<file path="config.mk">
export PLATFORM = sky130hd
export DESIGN_NAME = unordered_pair_table
export DESIGN_NICKNAME = d
export VERILOG_FILES = /design/src/rtl/upt_pkg.sv /design/src/rtl/upt_ram.sv /design/src/rtl/unordered_pair_table.sv
export SDC_FILE = /design/constraint.sdc
export NUM_CORES = 2
export LEC_CHECK = 0
export BUFFER_PORTS_ARGS = -buffer_cell sky130_fd_sc_hd__buf_4
export CELL_PAD_IN_SITES_DETAIL_PLACEMENT = 0
export CELL_PAD_IN_SITES_GLOBAL_PLACEMENT = 2
export CORE_MARGIN = 4
export CORE_UTILIZATION = 45
export CTS_CLUSTER_SIZE = 28
export DETAILED_ROUTE_END_ITERATION = 10
export PLACE_DENSITY = 0.78
export SLEW_MARGIN = 10
export SYNTH_ARGS = -nofsm -noshare
export SYNTH_HDL_FRONTEND = slang
export SYNTH_SLANG_ARGS = --single-unit
export TNS_END_PERCENT = 20
</file>
<file path="constraint.sdc">
create_clock -name clk -period 9 [get_ports clk]
set_input_delay 0.9 -clock clk [delete_from_list [all_inputs] [get_ports clk]]
set_output_delay 0.9 -clock clk [all_outputs]
set_load 0.02 [all_outputs]
</file>
<file path="src/rtl/upt_pkg.sv">
// Shared request modes and result status codes for the unordered pair table.
package upt_pkg;

	typedef enum logic [1:0] {
		MODE_ADD    = 2'd0,
		MODE_DELETE = 2'd1,
		MODE_QUERY  = 2'd2,
		MODE_LIST   = 2'd3
	} mode_t;

	typedef enum logic [3:0] {
		ST_ADDED      = 4'd0,
		ST_EXISTS     = 4'd1,
		ST_SELF       = 4'd2,
		ST_FULL       = 4'd3,
		ST_DELETED    = 4'd4,
		ST_NOTFOUND   = 4'd5,
		ST_PRESENT    = 4'd6,
		ST_ABSENT     = 4'd7,
		ST_PARTNER    = 4'd8,
		ST_NOPARTNERS = 4'd9
	} status_t;

endpackage

</file>
<file path="src/rtl/upt_ram.sv">
// Generic single-write, single-read RAM with a registered read port.
module upt_ram #(
	parameter int WIDTH = 64,
	parameter int DEPTH = 64
) (
	input  logic                     clk,
	input  logic                     we,
	input  logic [$clog2(DEPTH)-1:0] waddr,
	input  logic [WIDTH-1:0]         wdata,
	input  logic                     re,
	input  logic [$clog2(DEPTH)-1:0] raddr,
	output logic [WIDTH-1:0]         rdata
);

	logic [WIDTH-1:0] mem [DEPTH];

	// Write one word, register one read word
	always_ff @(posedge clk) begin
		if (we) begin
			mem[waddr] <= wdata;
		end
		if (re) begin
			rdata <= mem[raddr];
		end
	end

endmodule

</file>
<file path="src/rtl/unordered_pair_table.sv">
// Top level of the unordered pair table: request sequencer around the pair RAM.
//
// Use: present mode, id_a and id_b with start high; the request is taken at a
// clock edge where start is high and busy is low. busy stays high until the
// request has delivered all of its results.
// Results come out at most one beat per cycle, each with strobe high for
// exactly one cycle; the receiver takes every beat and cannot stall the block.
// Add, delete and query give one beat; list gives one beat per partner in
// slot order (or one no-partners beat), last marks the final beat.
// Every request sweeps all TABLE_DEPTH slots of the pair RAM, one read a
// cycle, then decides and writes back in the done state; the next request
// can be accepted at the edge that takes the final beat of the last one.
// The sweep through the single RAM read port sets the request rate.
// Pairs are stored as (smaller, larger); slot valid bits live in flops.
// Reset (arst_n low) clears every valid bit, so the table starts empty with
// no clearing pass; the RAM contents of an invalid slot are never used.
module unordered_pair_table #(
	parameter int TABLE_DEPTH = 64,
	parameter int ID_BITS     = 32
) (
	input  logic               clk,
	input  logic               arst_n,
	input  logic               start,
	output logic               busy,
	input  logic [1:0]         mode,
	input  logic [ID_BITS-1:0] id_a,
	input  logic [ID_BITS-1:0] id_b,
	output logic               strobe,
	output logic [3:0]         status,
	output logic [ID_BITS-1:0] partner_id,
	output logic               last
);

	localparam int IDX_W = $clog2(TABLE_DEPTH);

	typedef enum logic [1:0] {
		S_IDLE,
		S_SCAN,
		S_DONE
	} state_t;

	state_t               state_q;
	upt_pkg::mode_t       mode_q;
	logic [ID_BITS-1:0]   a_q;
	logic [ID_BITS-1:0]   b_q;
	logic [TABLE_DEPTH-1:0] valid_q;
	logic [IDX_W:0]       rd_q;
	logic                 chk_s1;
	logic [IDX_W-1:0]     idx_s1;
	logic                 vld_s1;
	logic                 found_q;
	logic [IDX_W-1:0]     hit_idx_q;
	logic                 free_found_q;
	logic [IDX_W-1:0]     free_idx_q;
	logic                 pend_q;
	logic [ID_BITS-1:0]   pend_id_q;
	logic                 strobe_q;
	upt_pkg::status_t     status_q;
	logic [ID_BITS-1:0]   partner_q;
	logic                 last_q;

	logic                 issue;
	logic [IDX_W-1:0]     rd_idx;
	logic [2*ID_BITS-1:0] rdata;
	logic [ID_BITS-1:0]   lo_id;
	logic [ID_BITS-1:0]   hi_id;
	logic                 pair_hit;
	logic                 list_hit;
	logic [ID_BITS-1:0]   list_partner;
	logic                 add_ok;
	logic                 ram_we;
	logic [2*ID_BITS-1:0] wdata;

	// Issue one slot read per cycle during the sweep
	assign rd_idx = rd_q[IDX_W-1:0];
	assign issue  = (state_q == S_SCAN) && (rd_q < (IDX_W+1)'(TABLE_DEPTH));

	// Compare the returned slot against the request
	assign lo_id    = rdata[ID_BITS-1:0];
	assign hi_id    = rdata[2*ID_BITS-1:ID_BITS];
	assign pair_hit = vld_s1 && (((lo_id == a_q) && (hi_id == b_q)) ||
		((lo_id == b_q) && (hi_id == a_q)));
	assign list_hit = vld_s1 && ((lo_id == a_q) || (hi_id == a_q));
	assign list_partner = (lo_id == a_q) ? hi_id : lo_id;

	// Write back a new pair in sorted order
	assign add_ok = (mode_q == upt_pkg::MODE_ADD) && (a_q != b_q) && !found_q && free_found_q;
	assign ram_we = (state_q == S_DONE) && add_ok;
	assign wdata  = (a_q < b_q) ? {b_q, a_q} : {a_q, b_q};

	upt_ram #(
		.WIDTH(2*ID_BITS),
		.DEPTH(TABLE_DEPTH)
	) u_ram (
		.clk  (clk),
		.we   (ram_we),
		.waddr(free_idx_q),
		.wdata(wdata),
		.re   (issue),
		.raddr(rd_idx),
		.rdata(rdata)
	);

	// Sequence one request: accept, sweep, decide and write back
	always_ff @(posedge clk or negedge arst_n) begin
		if (!arst_n) begin
			state_q      <= S_IDLE;
			mode_q       <= upt_pkg::MODE_ADD;
			a_q          <= '0;
			b_q          <= '0;
			valid_q      <= '0;
			rd_q         <= '0;
			chk_s1       <= 1'b0;
			idx_s1       <= '0;
			vld_s1       <= 1'b0;
			found_q      <= 1'b0;
			hit_idx_q    <= '0;
			free_found_q <= 1'b0;
			free_idx_q   <= '0;
			pend_q       <= 1'b0;
			pend_id_q    <= '0;
			strobe_q     <= 1'b0;
			status_q     <= upt_pkg::ST_ADDED;
			partner_q    <= '0;
			last_q       <= 1'b0;
		end else begin
			strobe_q <= 1'b0;
			chk_s1   <= issue;
			idx_s1   <= rd_idx;
			vld_s1   <= valid_q[rd_idx];
			unique case (state_q)
				S_IDLE: begin
					if (start) begin
						mode_q       <= upt_pkg::mode_t'(mode);
						a_q          <= id_a;
						b_q          <= id_b;
						rd_q         <= '0;
						found_q      <= 1'b0;
						free_found_q <= 1'b0;
						pend_q       <= 1'b0;
						state_q      <= S_SCAN;
					end
				end
				S_SCAN: begin
					if (issue) begin
						rd_q <= rd_q + 1'b1;
					end
					if (chk_s1) begin
						// Keep the lowest matching slot and the lowest free slot
						if (pair_hit && !found_q) begin
							found_q   <= 1'b1;
							hit_idx_q <= idx_s1;
						end
						if (!vld_s1 && !free_found_q) begin
							free_found_q <= 1'b1;
							free_idx_q   <= idx_s1;
						end
						// Hold one partner back so the final one can carry last
						if ((mode_q == upt_pkg::MODE_LIST) && list_hit) begin
							if (pend_q) begin
								strobe_q  <= 1'b1;
								status_q  <= upt_pkg::ST_PARTNER;
								partner_q <= pend_id_q;
								last_q    <= 1'b0;
							end
							pend_q    <= 1'b1;
							pend_id_q <= list_partner;
						end
						if (idx_s1 == IDX_W'(TABLE_DEPTH-1)) begin
							state_q <= S_DONE;
						end
					end
				end
				S_DONE: begin
					strobe_q  <= 1'b1;
					last_q    <= 1'b1;
					partner_q <= '0;
					unique case (mode_q)
						upt_pkg::MODE_ADD: begin
							priority if (a_q == b_q) begin
								status_q <= upt_pkg::ST_SELF;
							end else if (found_q) begin
								status_q <= upt_pkg::ST_EXISTS;
							end else if (!free_found_q) begin
								status_q <= upt_pkg::ST_FULL;
							end else begin
								status_q            <= upt_pkg::ST_ADDED;
								valid_q[free_idx_q] <= 1'b1;
							end
						end
						upt_pkg::MODE_DELETE: begin
							if (found_q) begin
								status_q           <= upt_pkg::ST_DELETED;
								valid_q[hit_idx_q] <= 1'b0;
							end else begin
								status_q <= upt_pkg::ST_NOTFOUND;
							end
						end
						upt_pkg::MODE_QUERY: begin
							status_q <= found_q ? upt_pkg::ST_PRESENT : upt_pkg::ST_ABSENT;
						end
						upt_pkg::MODE_LIST: begin
							// Flush the held partner, or report none
							if (pend_q) begin
								status_q  <= upt_pkg::ST_PARTNER;
								partner_q <= pend_id_q;
							end else begin
								status_q <= upt_pkg::ST_NOPARTNERS;
							end
						end
						default: begin
							status_q <= upt_pkg::ST_ABSENT;
						end
					endcase
					state_q <= S_IDLE;
				end
				default: begin
					state_q <= S_IDLE;
				end
			endcase
		end
	end

	// Drive the ports from registers
	assign busy       = (state_q != S_IDLE);
	assign strobe     = strobe_q;
	assign status     = status_q;
	assign partner_id = partner_q;
	assign last       = last_q;

endmodule
</file>
==> flow_metrics.env <==
export IMPL_status="finished, violations left"
export IMPL_violations="antenna rules"
export IMPL_detail_route_antenna_nets=1
export IMPL_routed_wire_length_per_instance_um=36.7
export IMPL_finish_net_count=7573
export IMPL_io_pin_count=108
export IMPL_setup_worst_path_class="reg2reg"
export IMPL_clkSlewWorstSetupHoldPaths_ns=0.06
export IMPL_post_route_period_util_pct=58.0
export IMPL_holdCritPathClass="in2reg"
export IMPL_cts_sinks=4392
export IMPL_initialDrtViolationCount=11254
export IMPL_number_of_enable_flip_flop_cells_after_synthesis=4160
export IMPL_hpwlAfterDp_um=285000
export IMPL_syn2layout_area_growth_pct=13.1
export IMPL_layout_common_cells="sky130_fd_sc_hd__edfxtp_1 (4160), sky130_fd_sc_hd__mux4_2 (1365), sky130_fd_sc_hd__clkbuf_16 (437)"
export IMPL_fillerInstances=28826
export IMPL_synthDistinctLibCells=56
export IMPL_slew_headroom_pct=15.6
export IMPL_final_hold_viol_count=0
export IMPL_transition_time_at_the_pin_with_the_least_slew_margin_ns=1.25
export IMPL_unrepaired_setup_endpoints_after_global_routing="no"
export IMPL_achievable_frequency_mhz=192
export IMPL_number_of_nets_in_the_synthesized_netlist=7162
export IMPL_floorplan_initialDensity_pct=45.2
export IMPL_worst_endpoint_required_ns=9.59
export IMPL_coreArea_um2=376000
export IMPL_viasPerCell=6.24
export IMPL_maxSlewViolCount=0
export IMPL_ys_warn_count=0
export IMPL_placementRows=225
export IMPL_cts_root_buf="sky130_fd_sc_hd__clkbuf_16"
export IMPL_synth_area_um2=170000
export IMPL_ys_async_sr_fraction_pct=5.28
export IMPL_pwr_density_cell_nw_per_um2=349
export IMPL_dominantRegCellSynth="sky130_fd_sc_hd__edfxtp_1"
export IMPL_die_area_um2=387000
export IMPL_buffer_ports_inserted=107
export IMPL_grt_antenna_before_repair=73
export IMPL_htree_levels=5
export IMPL_clock_skew_ns=0.0628
export IMPL_final_core_util_pct=51.1
export IMPL_die_width_um=622
export IMPL_setup_violations_final=0
export IMPL_clock_insertion_delay_worst_skew_ns=0.99
export IMPL_critical_path_endpoint_type="flop"
export IMPL_routabilityCongestion=0.919
export IMPL_die_height_um=622
export IMPL_post_cts_setup_buffer_count=0
export IMPL_setup_worst_path_start_class="flop"
export IMPL_first_pass_grt_wire_length_um=663000
export IMPL_critical_path_peak_fanout=40
export IMPL_vias=81060
export IMPL_final_setup_slack_of_the_worst_path_ns=3.78
export IMPL_grtUsageTotal_pct=24.4
export IMPL_drive_gt1_share_pct=32.4
export IMPL_postSynthCellCount=7051
export IMPL_globalRoute_totalOverflow=0
export IMPL_syn_avg_cell_area_um2=24.1
export IMPL_maximum_number_of_pins_on_one_net_before_global_route_repair=148
export IMPL_clk_path_buf_depth=4
export IMPL_irDropWorstVdd_mv=0.377
export IMPL_tns_ns=0
export IMPL_proportion_of_synthesized_chip_area_in_sequential_cells_pct=77.0
export IMPL_finalCriticalPeriod_ns=5.22
export IMPL_maxCapViolations=0
export IMPL_multiInputGateArea_um2=37900
export IMPL_leakagePower_uw=0.0590
export IMPL_seq_area_um2=131000
export IMPL_remaining_drc_errors=0
export IMPL_place_ws_ns=3.79
export IMPL_drtPass1Iterations=5
export IMPL_first_global_vias=80297
export IMPL_layout_cells_most_common="sky130_fd_sc_hd__edfxtp_1"
export IMPL_tritoncts="built"
export IMPL_drt_wl_total_um=477000
export IMPL_cts_made_buffers=433
export IMPL_cp_arrival_ns=5.81
export IMPL_postSynthRegisterBits=4392
[metal layers]
metal	up-vias	part of all wire [%]	GRT usage (%)	wire length, um
met5	-	0.012	0	55
met4	6	6.1	13.5	28900
met3	805	8.4	3.58	40300
met2	4553	49	38.6	231000
met1	44334	37	33.1	176000
li1	31362	-	-	-
[stage by stage]
| step | area [um2] | hold slack (ns) | total power [uW] | std cells |
|---|---|---|---|---|
| final | 192000 | 0.200 | 67000 | 12989 |
| after global routing | 192000 | 0.172 | 69100 | 12972 |
| after CTS | 192000 | 0.138 | 67400 | 12822 |
| after detailed placement | 178000 | 0.473 | 50100 | 12020 |
| after global placement | 178000 | 0.472 | 49400 | 12020 |
| after floorplan | 170000 | 0.352 | 40700 | 7051 |
[cell usage after synthesis, types with 6 or more instances]
cell	number	share of area, %
sky130_fd_sc_hd__inv_1	45	0.10
sky130_fd_sc_hd__nand2b_1	7	0.026
sky130_fd_sc_hd__nor2_1	104	0.23
sky130_fd_sc_hd__xor2_1	98	0.51
sky130_fd_sc_hd__a21oi_1	54	0.16
sky130_fd_sc_hd__a31oi_1	8	0.029
sky130_fd_sc_hd__nand3_1	14	0.041
sky130_fd_sc_hd__a22o_1	45	0.23
sky130_fd_sc_hd__o21ai_0	92	0.27
sky130_fd_sc_hd__buf_1	54	0.12
sky130_fd_sc_hd__or3_1	6	0.022
sky130_fd_sc_hd__mux4_2	1365	18
sky130_fd_sc_hd__nor3_1	7	0.021
sky130_fd_sc_hd__dfrtp_1	232	3.4
sky130_fd_sc_hd__clkbuf_1	214	0.47
sky130_fd_sc_hd__buf_2	88	0.26
sky130_fd_sc_hd__nand4_1	23	0.085
sky130_fd_sc_hd__nand2_1	68	0.15
sky130_fd_sc_hd__nor4_1	29	0.11
sky130_fd_sc_hd__xnor2_1	34	0.18
sky130_fd_sc_hd__mux2_2	145	0.96
sky130_fd_sc_hd__o31ai_1	10	0.044
sky130_fd_sc_hd__a21o_1	12	0.053
sky130_fd_sc_hd__edfxtp_1	4160	74
sky130_fd_sc_hd__mux2i_1	33	0.19
sky130_fd_sc_hd__ha_1	42	0.31
[cell type report]
type | count | share of cell area (%)
timing repair buffer | 335 | 1.45
antenna | 167 | 0.218
sequential | 4392 | 68.1
clock inverter | 268 | 1.23
multi-input combinational | 2255 | 19.8
tap | 4994 | 3.25
inverter | 45 | 0.0880
clock buffer | 533 | 5.89
[flip-flops by register name, summed over array words and instances (netlist names), 6 cells and up]
signal and cells:
pend_id_q 32, free_idx_q 6, b_q 32, partner_id 32, rd_q 7, u_ram.mem 4096
a_q 32, valid_q 64, hit_idx_q 6, u_ram.rdata 64, idx_s1 6
[path summary, 6_finish.rpt]
kind | slack [ns] | to | start | depth (start not counted)
hold / removal | 0.20 | a_q[8]$_DFFE_PN0P_ | id_a[8] | 2
hold reg to reg | 0.48 | partner_id[27]$_DFFE_PN0P_ | pend_id_q[27]$_DFFE_PN0P_ | 1
min in group asynchronous | 0.42 | partner_id[25]$_DFFE_PN0P_ | arst_n | 2
max in group asynchronous | 6.31 | pend_id_q[3]$_DFFE_PN0P_ | arst_n | 4
setup / recovery | 3.78 | u_ram.mem[45][12]$_DFFE_PP_ | b_q[13]$_DFFE_PN0P_ | 8
setup reg to reg | 3.78 | u_ram.mem[45][12]$_DFFE_PP_ | b_q[13]$_DFFE_PN0P_ | 8
[critical path, stage by stage (launching register included)]
cell	delay, ns
sky130_fd_sc_hd__dfrtp_1	0.46
sky130_fd_sc_hd__inv_1	0.07
sky130_fd_sc_hd__ha_1	0.30
sky130_fd_sc_hd__nand4_1	0.19
sky130_fd_sc_hd__nor3_1	0.17
sky130_fd_sc_hd__a311oi_2	0.90
sky130_fd_sc_hd__nand2_1	0.76
sky130_fd_sc_hd__nor2_4	1.09
sky130_fd_sc_hd__buf_4	0.76
[repair_timing]
action	4_1_cts	5_1_grt
hold buffers	1	0
gates resized for setup	0	0
endpoints found under the setup margin	0	0
hold endpoints to repair	56	0
[report_power, final]
part | switching [uW] | internal, uW | leakage (uW)
combinational | 13500 | 5650 | 0.0119
sequential | 821 | 29500 | 0.0405
clock | 7700 | 9840 | 0.00664
total | 22000 | 45000 | 0.0590
[cell families after synthesis]
kind of cell	count (synthesis)	synth area share [%]
XOR/XNOR	132	0.681
flip-flops	4392	77.0
adder cells (fa/ha/maj)	42	0.310
buffers and inverters	404	0.969
AND/OR/NAND/NOR	300	0.864
multiplexers	1543	19.3
AO/OA/AOI/OAI	238	0.878
Note: power is estimated with default switching activity, not from simulation.
